`config.mk`:
```
export PLATFORM = sky130hd
export DESIGN_NAME = byte_fifo_with_search_top
export DESIGN_NICKNAME = d
export VERILOG_FILES = /design/src/rtl/bfs_pkg.sv /design/src/rtl/byte_fifo_with_search_top.sv /design/src/rtl/bfs_ring.sv /design/src/rtl/bfs_seq.sv
export SDC_FILE = /design/constraint.sdc
export NUM_CORES = 1
export LEC_CHECK = 0
export BUFFER_PORTS_ARGS = -buffer_cell sky130_fd_sc_hd__buf_2
export CORE_MARGIN = 5
export CORE_UTILIZATION = 25
export CTS_CLUSTER_SIZE = 14
export DETAILED_ROUTE_END_ITERATION = 8
export PLACE_DENSITY_LB_ADDON = 0.1
export SYNTH_ARGS = -nofsm -noshare
export SYNTH_HDL_FRONTEND = slang
export SYNTH_SLANG_ARGS = --single-unit
```
`constraint.sdc`:
```
create_clock -name clk_i -period 3.55 [get_ports clk_i]
set_clock_uncertainty 0.2 [all_clocks]
set_input_delay 0.355 -clock clk_i [delete_from_list [all_inputs] [get_ports clk_i]]
set_output_delay 0.355 -clock clk_i [all_outputs]
set_load 0.005 [all_outputs]
```
`src/rtl/bfs_pkg.sv`:
```
package bfs_pkg;

  // Ring geometry.
  localparam int DEPTH   = 16;
  localparam int IDX_W   = (DEPTH > 1) ? $clog2(DEPTH) : 1;
  localparam int CNT_W   = $clog2(DEPTH + 1);

  // Field widths and limits of one transfer.
  localparam int MAX_RES = 16;
  localparam int POP_W   = 5;
  localparam int OCC_W   = 5;
  localparam int POS_W   = 6;
  localparam int SAT_MAX = 31;

  typedef logic [IDX_W-1:0] idx_t;
  typedef logic [CNT_W-1:0] cnt_t;

  typedef enum logic [2:0] {
    ACT_ENQ     = 3'd0,
    ACT_DEQ     = 3'd1,
    ACT_PEEK    = 3'd2,
    ACT_SEARCH  = 3'd3,
    ACT_REPLACE = 3'd4,
    ACT_CLEAR   = 3'd5,
    ACT_LIST    = 3'd6
  } action_e;

  typedef enum logic [1:0] {
    ST_OK    = 2'd0,
    ST_EMPTY = 2'd1,
    ST_FULL  = 2'd2
  } status_e;

  localparam logic signed [POS_W-1:0] POS_NONE = -6'sd1;

  typedef struct packed {
    logic [7:0]              item;
    status_e                 status;
    logic signed [POS_W-1:0] position;
    logic [OCC_W-1:0]        occupancy;
    logic                    is_empty;
    logic                    is_full;
    logic                    last;
  } result_t;

  typedef struct packed {
    logic       we;
    idx_t       waddr;
    logic [7:0] wdata;
    idx_t       raddr;
  } ram_req_t;

  // Physical slot of the entry that sits off places behind the head.
  function automatic idx_t slot_f(idx_t head, cnt_t off);
    logic [CNT_W:0] sum;
    sum = (CNT_W+1)'(head) + (CNT_W+1)'(off);
    if (sum >= (CNT_W+1)'(DEPTH)) begin
      sum = sum - (CNT_W+1)'(DEPTH);
    end
    return sum[IDX_W-1:0];
  endfunction

  function automatic idx_t next_head_f(idx_t head);
    idx_t nh;
    nh = (head == idx_t'(DEPTH - 1)) ? '0 : head + idx_t'(1);
    return nh;
  endfunction

  // One-based search position, saturated.
  function automatic logic signed [POS_W-1:0] pos_f(cnt_t idx);
    logic [CNT_W:0] n;
    n = (CNT_W+1)'(idx) + (CNT_W+1)'(1);
    if (32'(n) > 32'(SAT_MAX)) begin
      return POS_W'(SAT_MAX);
    end
    return POS_W'(n);
  endfunction

  function automatic logic [OCC_W-1:0] occ_f(cnt_t cnt);
    if (32'(cnt) > 32'(SAT_MAX)) begin
      return OCC_W'(SAT_MAX);
    end
    return OCC_W'(cnt);
  endfunction

endpackage

```
`src/rtl/byte_fifo_with_search_top.sv`:
```
// Sequence: enqueue, replace, clear and every empty-queue result pass through S_EXEC and
// then S_EMIT; a peek or a dequeue of a held entry passes S_EXEC, S_READ and S_EMIT.
// Search visits S_EXEC and S_READ for each entry inspected, then S_EMIT on a hit, or
// S_EXEC and S_EMIT on a miss. List passes S_EXEC, S_READ and S_EMIT for each entry.
// Throughput: one item at a time, the next is taken once its last result is registered.
// Reset clears the head, the fill count, the sequencer and the output valid flag; the
// byte ring itself is not cleared and only written entries are ever read.
module byte_fifo_with_search_top
  import bfs_pkg::*;
(
  input  logic        clk_i,
  input  logic        rst_ni,
  // Input stream.
  input  logic        s_axis_tvalid,
  output logic        s_axis_tready,
  input  logic [15:0] s_axis_tdata,   // [7:0] value, [12:8] pop_count, [15:13] zero
  input  logic [2:0]  s_axis_tuser,   // [2:0] action
  // Result stream.
  output logic        m_axis_tvalid,
  input  logic        m_axis_tready,
  output logic [23:0] m_axis_tdata,   // [7:0] item, [9:8] status, [15:10] position,
                                      // [20:16] occupancy, [21] is_empty, [22] is_full,
                                      // [23] zero
  output logic        m_axis_tlast    // last result caused by one input transfer
);

  // The sequencer walks the ring one entry at a time through a single read port
  // whose data is registered, so every read passes through the S_READ state.
  ram_req_t   ram_req;
  logic [7:0] ram_rdata;
  logic       res_valid;
  logic       slot_free;
  result_t    res;

  // Output register, freed as soon as the downstream side takes the transfer.
  logic        out_valid_q;
  result_t     out_q;

  assign slot_free = !out_valid_q || m_axis_tready;

  bfs_ring u_ring (
    .clk_i   (clk_i),
    .req_i   (ram_req),
    .rdata_o (ram_rdata)
  );

  bfs_seq u_seq (
    .clk_i       (clk_i),
    .rst_ni      (rst_ni),
    .in_valid_i  (s_axis_tvalid),
    .in_ready_o  (s_axis_tready),
    .action_i    (s_axis_tuser),
    .value_i     (s_axis_tdata[7:0]),
    .pop_count_i (s_axis_tdata[12:8]),
    .ram_req_o   (ram_req),
    .ram_rdata_i (ram_rdata),
    .res_valid_o (res_valid),
    .res_ready_i (slot_free),
    .res_o       (res)
  );

  always_ff @(posedge clk_i or negedge rst_ni) begin
    if (!rst_ni) begin
      out_valid_q <= 1'b0;
    end else if (res_valid && slot_free) begin
      out_valid_q <= 1'b1;
    end else if (m_axis_tready) begin
      out_valid_q <= 1'b0;
    end
  end

  // The payload needs no reset; it is qualified by the valid flag.
  always_ff @(posedge clk_i) begin
    if (res_valid && slot_free) begin
      out_q <= res;
    end
  end

  assign m_axis_tvalid = out_valid_q;
  assign m_axis_tlast  = out_q.last;
  assign m_axis_tdata  = {1'b0, out_q.is_full, out_q.is_empty, out_q.occupancy,
                          out_q.position, out_q.status, out_q.item};

endmodule

```
`src/rtl/bfs_ring.sv`:
```
module bfs_ring
  import bfs_pkg::*;
(
  input  logic       clk_i,
  input  ram_req_t   req_i,
  output logic [7:0] rdata_o
);

  logic [7:0] mem_q [DEPTH];
  logic [7:0] rdata_q;

  always_ff @(posedge clk_i) begin
    if (req_i.we) begin
      mem_q[req_i.waddr] <= req_i.wdata;
    end
    rdata_q <= mem_q[req_i.raddr];
  end

  assign rdata_o = rdata_q;

endmodule

```
`src/rtl/bfs_seq.sv`:
```
module bfs_seq
  import bfs_pkg::*;
(
  input  logic       clk_i,
  input  logic       rst_ni,
  input  logic       in_valid_i,
  output logic       in_ready_o,
  input  logic [2:0] action_i,
  input  logic [7:0] value_i,
  input  logic [POP_W-1:0] pop_count_i,
  output ram_req_t   ram_req_o,
  input  logic [7:0] ram_rdata_i,
  output logic       res_valid_o,
  input  logic       res_ready_i,
  output result_t    res_o
);

  typedef enum logic [1:0] {
    S_IDLE,
    S_EXEC,
    S_READ,
    S_EMIT
  } state_e;

  state_e            state_q, state_d;
  action_e           act_q, act_d;
  logic [7:0]        val_q, val_d;
  logic [POP_W-1:0]  rem_q, rem_d;
  cnt_t              idx_q, idx_d;
  idx_t              head_q, head_d;
  cnt_t              count_q, count_d;
  result_t           res_q, res_d;
  logic              empty, full;
  logic [CNT_W:0]    idx_inc;
  logic [POP_W-1:0]  pops_sat;

  assign empty   = (count_q == '0);
  assign full    = (count_q == cnt_t'(DEPTH));
  assign idx_inc = (CNT_W+1)'(idx_q) + (CNT_W+1)'(1);

  always_comb begin
    pops_sat = pop_count_i;
    if (pop_count_i == '0) begin
      pops_sat = POP_W'(1);
    end else if (32'(pop_count_i) > 32'(MAX_RES)) begin
      pops_sat = POP_W'(MAX_RES);
    end
  end

  always_comb begin
    state_d = state_q;
    act_d   = act_q;
    val_d   = val_q;
    rem_d   = rem_q;
    idx_d   = idx_q;
    head_d  = head_q;
    count_d = count_q;
    res_d   = res_q;
    ram_req_o.we    = 1'b0;
    ram_req_o.waddr = slot_f(head_q, count_q);
    ram_req_o.wdata = val_q;
    ram_req_o.raddr = (act_q == ACT_DEQ || act_q == ACT_PEEK) ? head_q
                                                              : slot_f(head_q, idx_q);

    unique case (state_q)
      S_IDLE: begin
        if (in_valid_i) begin
          act_d   = action_e'(action_i);
          val_d   = value_i;
          rem_d   = pops_sat;
          idx_d   = '0;
          state_d = S_EXEC;
        end
      end

      S_EXEC: begin
        res_d          = '0;
        res_d.status   = ST_OK;
        res_d.last     = 1'b1;
        state_d        = S_EMIT;
        case (act_q)
          ACT_ENQ: begin
            if (full) begin
              res_d.status = ST_FULL;
            end else begin
              ram_req_o.we = 1'b1;
              count_d      = count_q + cnt_t'(1);
            end
          end
          ACT_DEQ: begin
            if (empty) begin
              res_d.status = ST_EMPTY;
              res_d.last   = (rem_q == POP_W'(1));
              rem_d        = rem_q - POP_W'(1);
            end else begin
              state_d = S_READ;
            end
          end
          ACT_PEEK, ACT_LIST: begin
            if (empty) begin
              res_d.status = ST_EMPTY;
            end else begin
              state_d = S_READ;
            end
          end
          ACT_SEARCH: begin
            if (idx_q == count_q) begin
              res_d.position = POS_NONE;
            end else begin
              state_d = S_READ;
            end
          end
          ACT_REPLACE: begin
            if (empty) begin
              res_d.status = ST_EMPTY;
            end else begin
              ram_req_o.we    = 1'b1;
              ram_req_o.waddr = slot_f(head_q, count_q - cnt_t'(1));
            end
          end
          ACT_CLEAR: begin
            head_d  = '0;
            count_d = '0;
          end
          default: begin
            state_d = S_IDLE;
          end
        endcase
      end

      S_READ: begin
        state_d = S_EMIT;
        case (act_q)
          ACT_DEQ: begin
            res_d.item = ram_rdata_i;
            res_d.last = (rem_q == POP_W'(1));
            rem_d      = rem_q - POP_W'(1);
            head_d     = next_head_f(head_q);
            count_d    = count_q - cnt_t'(1);
          end
          ACT_SEARCH: begin
            if (ram_rdata_i == val_q) begin
              res_d.position = pos_f(idx_q);
            end else begin
              idx_d   = cnt_t'(idx_inc);
              state_d = S_EXEC;
            end
          end
          ACT_LIST: begin
            res_d.item = ram_rdata_i;
            res_d.last = (idx_inc == (CNT_W+1)'(count_q)) ||
                         (32'(idx_inc) == 32'(MAX_RES));
            idx_d      = cnt_t'(idx_inc);
          end
          default: begin
            res_d.item = ram_rdata_i;
          end
        endcase
      end

      S_EMIT: begin
        if (res_ready_i) begin
          state_d = res_q.last ? S_IDLE : S_EXEC;
        end
      end

      default: begin
        state_d = S_IDLE;
      end
    endcase
  end

  always_ff @(posedge clk_i or negedge rst_ni) begin
    if (!rst_ni) begin
      state_q <= S_IDLE;
      head_q  <= '0;
      count_q <= '0;
      act_q   <= ACT_ENQ;
      rem_q   <= '0;
      idx_q   <= '0;
    end else begin
      state_q <= state_d;
      head_q  <= head_d;
      count_q <= count_d;
      act_q   <= act_d;
      rem_q   <= rem_d;
      idx_q   <= idx_d;
    end
  end

  always_ff @(posedge clk_i) begin
    val_q <= val_d;
    res_q <= res_d;
  end

  assign in_ready_o  = (state_q == S_IDLE);
  assign res_valid_o = (state_q == S_EMIT);

  always_comb begin
    res_o           = res_q;
    res_o.occupancy = occ_f(count_q);
    res_o.is_empty  = empty;
    res_o.is_full   = full;
  end

endmodule

```
======== Word-level counts from Yosys, hierarchy flattened ========
Memories as Yosys holds them, arrays and structs flattened. A register that Yosys moved wholly into a read port is not among the register bits.
Cells that the tools add are included.
storage, ports and cells
  memories ................................ 1
  RAM bits ................................ 128
  register bits after elaboration ......... 74
  latch bits .............................. 0
  output and inout port bits .............. 27
  memory bits (read-only) ................. 0
operators by class
  $mul .................................... 0
  $add $sub $neg .......................... 11
  eq/ne operators ......................... 30
  bitwise logic cells ..................... 0
  shift-type cells ........................ 0
  muxes and demuxes ....................... 61
  magnitude comparators ................... 5
  reductions and logical operators ........ 25
  div/mod/pow operators ................... 0
memory list
  name          words  width  rd ports  clocked after Yosys merged registers in  wr ports  RTL line       text
  u_ring.mem_q  16     8      1         1                                        1         bfs_ring.sv:9  logic [7:0] mem_q [DEPTH];
operator list
  cell                   number
  $mux W5                12
  $pmux W5 S2            4
  $mux W6                6
  $mux W4                8
  $add A4 B5 Y6          3
  $ge A6 B5 Y1 const B   3
  $pmux W8 S2            1
  $mux W1                15
  $pmux W5 S3            1
  $ne A3 B3 Y1 const B   4
  $pmux W6 S2            1
  $sub A4 B1 Y4 const B  3
  $logic_not A5 Y1       2
  $mux W2                5
  $ne A2 B1 Y1 const B   5
  $sub A5 B1 Y5 const B  2
  $eq A3 B3 Y1 const B   3
  $eq A8 B8 Y1           1
  $mux W8                1
  $ne A2 B2 Y1 const B   4
  $pmux W2 S4            1
  $pmux W4 S2            1
  $reduce_and A2 Y1      4
  $reduce_and A4 Y1      2
  other kinds (30)       40

======== Longest topological paths before layout ========
  depth after elaboration ................. 10
  gate-level depth with buffers ........... 10
  mapped depth without buffers ............ 9

======== Cells and area by module ========
From an unflattened synthesis, not the netlist that was laid out.
unflattened totals
  cell total of the unflattened synthesis .. 619
  area, all modules ....................... 9365.2 um^2
modules (own cells, without submodules)
  module                     area each (um^2)  cells an instance  sequential area each (um^2)  instances
  bfs_ring                   5147.4            229                4003.8                       1
  bfs_seq                    3432.0            360                1351.3                       1
  byte_fifo_with_search_top  785.8             30                 745.7                        1

======== Least setup slack after synthesis ========
OpenSTA, ideal clock, no wires.
  path type ............................... register to register
  from .................................... reg u_seq.count_q[1]
  to ...................................... mem u_ring.mem_q[10][0], enable pin
  clock period less this slack ............ 3.595 ns
  setup time .............................. 0.386 ns
  data arrival time ....................... 3.009 ns
  path buffers ............................ 1
  stages on the path, launching flop included .. 11
  slack ................................... -0.045 ns
  cells stage by stage .................... dfrtp_1 clkbuf_1 inv_1 ha_1 inv_1 ha_1 a21o_1 a21oi_1 xnor2_1 o211ai_1 a211oi_1
between the ends
  word-level cells in the longest chain between the ends .. 7
  elaborated cells on any way between the ends .. 18
  those cells by class .................... 5 x add/sub; 2 x order compare; 1 x eq/ne; 9 x mux; 1 x reduce/logical
RTL lines
  item                                                  RTL line                      text
  start, declared                                       bfs_seq.sv:31                 cnt_t count_q, count_d;
  start signal, assigned                                bfs_seq.sv:184                count_q <= count_d;
  $sub A5 B1 Y5                                         bfs_seq.sv:118                ram_req_o.waddr = slot_f(head_q, count_q - cnt_t'(1));
  $add A4 B5 Y6                                         bfs_pkg.sv:56                 sum = (CNT_W+1)'(head) + (CNT_W+1)'(off);
  $ge A6 B5 Y1 / $sub A4 B1 Y4 (equally long branches)  bfs_pkg.sv:57, bfs_pkg.sv:58
  $mux W4                                               bfs_pkg.sv:57                 if (sum >= (CNT_W+1)'(DEPTH)) begin
  $mux W5                                               bfs_seq.sv:114                if (empty) begin
  $mux W4                                               bfs_seq.sv:81                 case (act_q)
  $mux W5 (*)                                           bfs_seq.sv:65                 unique case (state_q)
  end, declared                                         bfs_ring.sv:9
Mark *: on every way between the ends. The rest lies on a longest branch, timed or not.

======== Worst setup path after layout ========
  from .................................... reg u_seq.count_q[0]
  to ...................................... mem u_ring.mem_q[11][4], enable pin
The elaborated chain is that of the path after synthesis.

==> summary.txt <==
Setup path
  – Setup CP Type: flip-flop to flip-flop
  – Slowest cell delay on critical path: approximately 0.44 ns
  – Kind of end point of the critical path: flip-flop
  – Beginning of the worst register-to-register path: u_seq.count_q[0]
  – List of cells traversed by the critical path: inv_1, ha_1, xor2_1, ha_1, a21oi_1, xnor2_1, o211ai_1, a211oi_1, buf_4
  – Critical-path top delay cell: xnor2_1
  – CP Max Fanout: 8
  – Endpoint arrival time on the critical path: between 3 and 4 ns
  – Reg2Reg Capture Point: u_ring.mem_q[11][4]
  – Worst path required time: between 3 and 4 ns
  – Setup slack on the worst flop-to-flop path: 0.31 ns
  – R2R depth: 9
  – Critical path startpoint category: flip-flop
  – Cell seen most often among critical-path stages: ha_1

Global routing
  – Global-route met1 utilization: 0.166
  – Met3 Use GR: 0.0214
  – Number of antenna violations at the first check in global routing: 0
  – First-pass GRT wire length: approximately 47 mm
  – Number of global-route vias before repair: 7,204
  – Global Route met2 Usage: 0.244
  – Grt total ovfl: 0
  – Total routing usage reported by global routing: 0.135
  – Largest net degree at the start of global routing: 33
  – GR peak layer: met2

Timing
  – Setup repair after global routing missed its margin: no
  – Slew headroom: 0.348
  – Sum of negative setup slack: 0 ns
  – Highest clock rate: roughly 310 MHz
  – Final number of max-transition violations: 0
  – Final-report hold violation count: 0
  – Period Utilization, post-route: 0.912
  – Slew at the pin with the worst max-slew slack: 0.973 ns
  – Finish-stage setup viols: 0
  – Final critical path time including I/O delays and setup: ~3.2 ns
  – Final setup margin: approximately 0.31 ns
  – Final-layout worst hold slack: 0.0557 ns

Clock network
  – Insertion delay of the later-clocked pin in the worst-skew pair: 0.54 ns
  – Clk Tree Root Cell: clkbuf_16
  – Reg clk slew, reported paths: 0.06 ns
  – Number of buffers created by CTS: 25
  – Number of resized instances in the post-cts repair step: 0
  – Number of clock sinks: between 200 and 250
  – H-tree Lvls: 1
  – TritonCTS clock tree: done
  – CTS max path bufs: 3
  – Postcts setup bufs: 0

Placed design
  – Instance area after placement: roughly 12,000 sq um
  – Dpl hpwl: approximately 22 mm
  – Worst setup slack after placement: 0.316 ns
  – # placed instances: 1,322
  – Routability-driven placement congestion ratio: about 0.82
  – Quantity of I/O buffers inserted on ports: 45

Drt
  – Post-detailed-route DRC marker count: 0
  – Via count: approximately 6,700
  – Detailed-routing iteration count for the pre-antenna-repair pass: 4
  – Starting DRC count in detailed routing: roughly 350
  – Ratio of routed vias to standard cells: 4.83
  – Final wirelength: 31.4 mm
  – Final antenna-violating net count: 0
  – Average wire length per cell after detail routing: 22.7 um

Yosys
  – Cell taking the most area after synthesis: edfxtp_1
  – Yosys top cell area share: 0.504
  – Warnings, synthesis: 0
  – Most frequently used flop master after synthesis: edfxtp_1
  – Number of synthesized flops with an enable pin: approximately 180
  – Nets in the synthesized netlist: between 700 and 800
  – Share of flip-flops with an asynchronous set or reset: 0.119
  – #FFs+latches synth: 210
  – Cell count after synthesis: about 740
  – Synth cell types: 70
  – Sequential element share of the synthesized area: 0.578
  – Netlist area before placement: around 11,000 sq um
  – Leading post-synthesis cells by cell area: edfxtp_1, mux4_2, dfrtp_1
  – Average footprint of a synthesized cell: 14.3 sq um

Die
  – Chip Height: ~220 um
  – Horiz. Die Dim: 215 um
  – Row count: 75
  – Initial core utilization: 0.252
  – # IOs: 50
  – Total die area: 46,400 sq um
  – Core area: around 42,000 sq um

Finish
  – Nets@finish: about 870
  – Share of post-route cells with drive strength above 1: 0.270
  – Post-route insts no fill: 1,383
  – Area grow syn2layout: 20.1%
  – Commonest non-fill, non-tap cells in the layout: edfxtp_1, mux4_2, nand3_1
  – Final Instance Area: between 10,000 and 15,000 sq um
  – Antenna cell count: 0
  – Most frequent standard cell in the layout excluding fill and tap cells: edfxtp_1

Hold path
  – End point of the worst hold path: u_seq.rem_q[4]
  – Cell depth of the worst hold path: 3
  – Tightest Hold Check Type: input pin to flip-flop
  – Hold path startpoint: s_axis_tdata[12]

Power
  – Power share of the combinational group: 0.419
  – Switching portion of total power: 0.372
  – Static leakage power: around 4.6 nW
  – Maximum vdd drop: between 0.3 and 0.4 mV
  – PD cells: between 800 and 900 nW/um^2
  – Switching power: roughly 3.9 mW
  – Internal power: about 6.7 mW
  – Share of power burned in the clock network: 0.243
  – Sequential Power Share: 0.338

Status
  – Status: finished, final reports clean

Flow run
  – Number of max-cap violations: 0
==> metal layers <==
metal  wire [um]  vias to the layer above
met3        1460                       41
met2       16100                      139
met5           0                        -
met1       12900                     3406
li1            -                     3094
met4         916                        0
==> power by group through the flow <==
stage               clock network [mW]  registers [mW]  logic [mW]
detailed placement                   0            3.65        4.52
CTS                               2.67            3.60        4.55
finish                            2.58            3.58        4.44
global route                      2.77            3.64        4.91
global placement                     0            3.64        4.49
floorplan                            0            3.51        3.00
==> worst max-delay path: cells and delay by family (launching register included) <==
family                     cells  cell delay, ns
AOI/OAI and AO/OA              3            0.74
xor gates and xnor gates       2            0.56
adders and majority gates      2            0.62
buffers and inverters          2            0.42
DFF                            1            0.37
==> through the flow <==
stage	power, mW	util
global route	11.3	0.303
CTS	10.8	0.303
floorplan	6.52	-
finish	10.6	0.303
detailed placement	8.17	0.279
global placement	8.13	0.279
==> flip-flops by register name, indices dropped and copies added, names as in the netlist <==
register,flops
u_ring.mem_q,128
m_axis_tdata,23
u_seq.res_o,17
u_ring.rdata_o,8
u_seq.val_q,8
u_seq.count_q,5
u_seq.idx_q,5
u_seq.rem_q,5
u_seq.head_q,4
u_seq.act_q,3
u_seq.state_q,2
m_axis_tlast,1
m_axis_tvalid,1
==> Yosys cell counts, types with 12 or more instances <==
library cell and instances:
a21oi_1 23, a31oi_1 17, and2_1 12, buf_2 14, clkbuf_1 33, dfrtp_1 25
edfxtp_1 177, ha_1 21, inv_1 17, mux4_2 64, nand2_1 31, nand3_1 58
nor2_1 24, nor3_1 20, o211a_1 15, o21ai_0 21, xor2_1 20
==> logic make-up after synthesis <==
family	Yosys count	synth area share
other	1	0.000355
XOR/XNOR	32	0.0280
buffers and inverters	71	0.0274
adder cells (fa/ha/maj)	24	0.0306
multiplexers	84	0.157
AND/OR/NAND/NOR	184	0.0904
flip-flops	210	0.578
AO/OA/AOI/OAI	130	0.0881
==> cell type report <==
class / count / area (sq um)
Clock inverter: 12 / 130
Clock buffer: 34 / 709
Multi-Input combinational cell: 455 / 4160
Sequential cell: 210 / 6100
Inverter: 18 / 67.6
Fill cell: 4185 / 29200
Tap cell: 539 / 674
Timing Repair Buffer: 115 / 826
==> timing repair <==
item | 4_1_cts | 5_1_grt
hold buffers | 15 | 0
endpoints found under the setup margin | 0 | 0
hold endpoints to repair | 39 | 0
==> how the worst max path moves through the flow <==
stage                      from             endpoint  slack, ns  cells after the start
3_3_place_gp   u_seq.count_q[0]   u_ring.mem_q[1][4]       0.35                      9
5_1_grt        u_seq.count_q[0]  u_ring.mem_q[15][3]       0.05                     10
2_1_floorplan  u_seq.count_q[1]  u_ring.mem_q[10][0]      -0.05                     10
3_5_place_dp   u_seq.count_q[0]   u_ring.mem_q[1][4]       0.32                      9
6_report       u_seq.count_q[0]  u_ring.mem_q[11][4]       0.31                      9
4_1_cts        u_seq.count_q[0]   u_ring.mem_q[1][4]       0.30                      9
No activity file was read; power rests on OpenSTA's default activity.
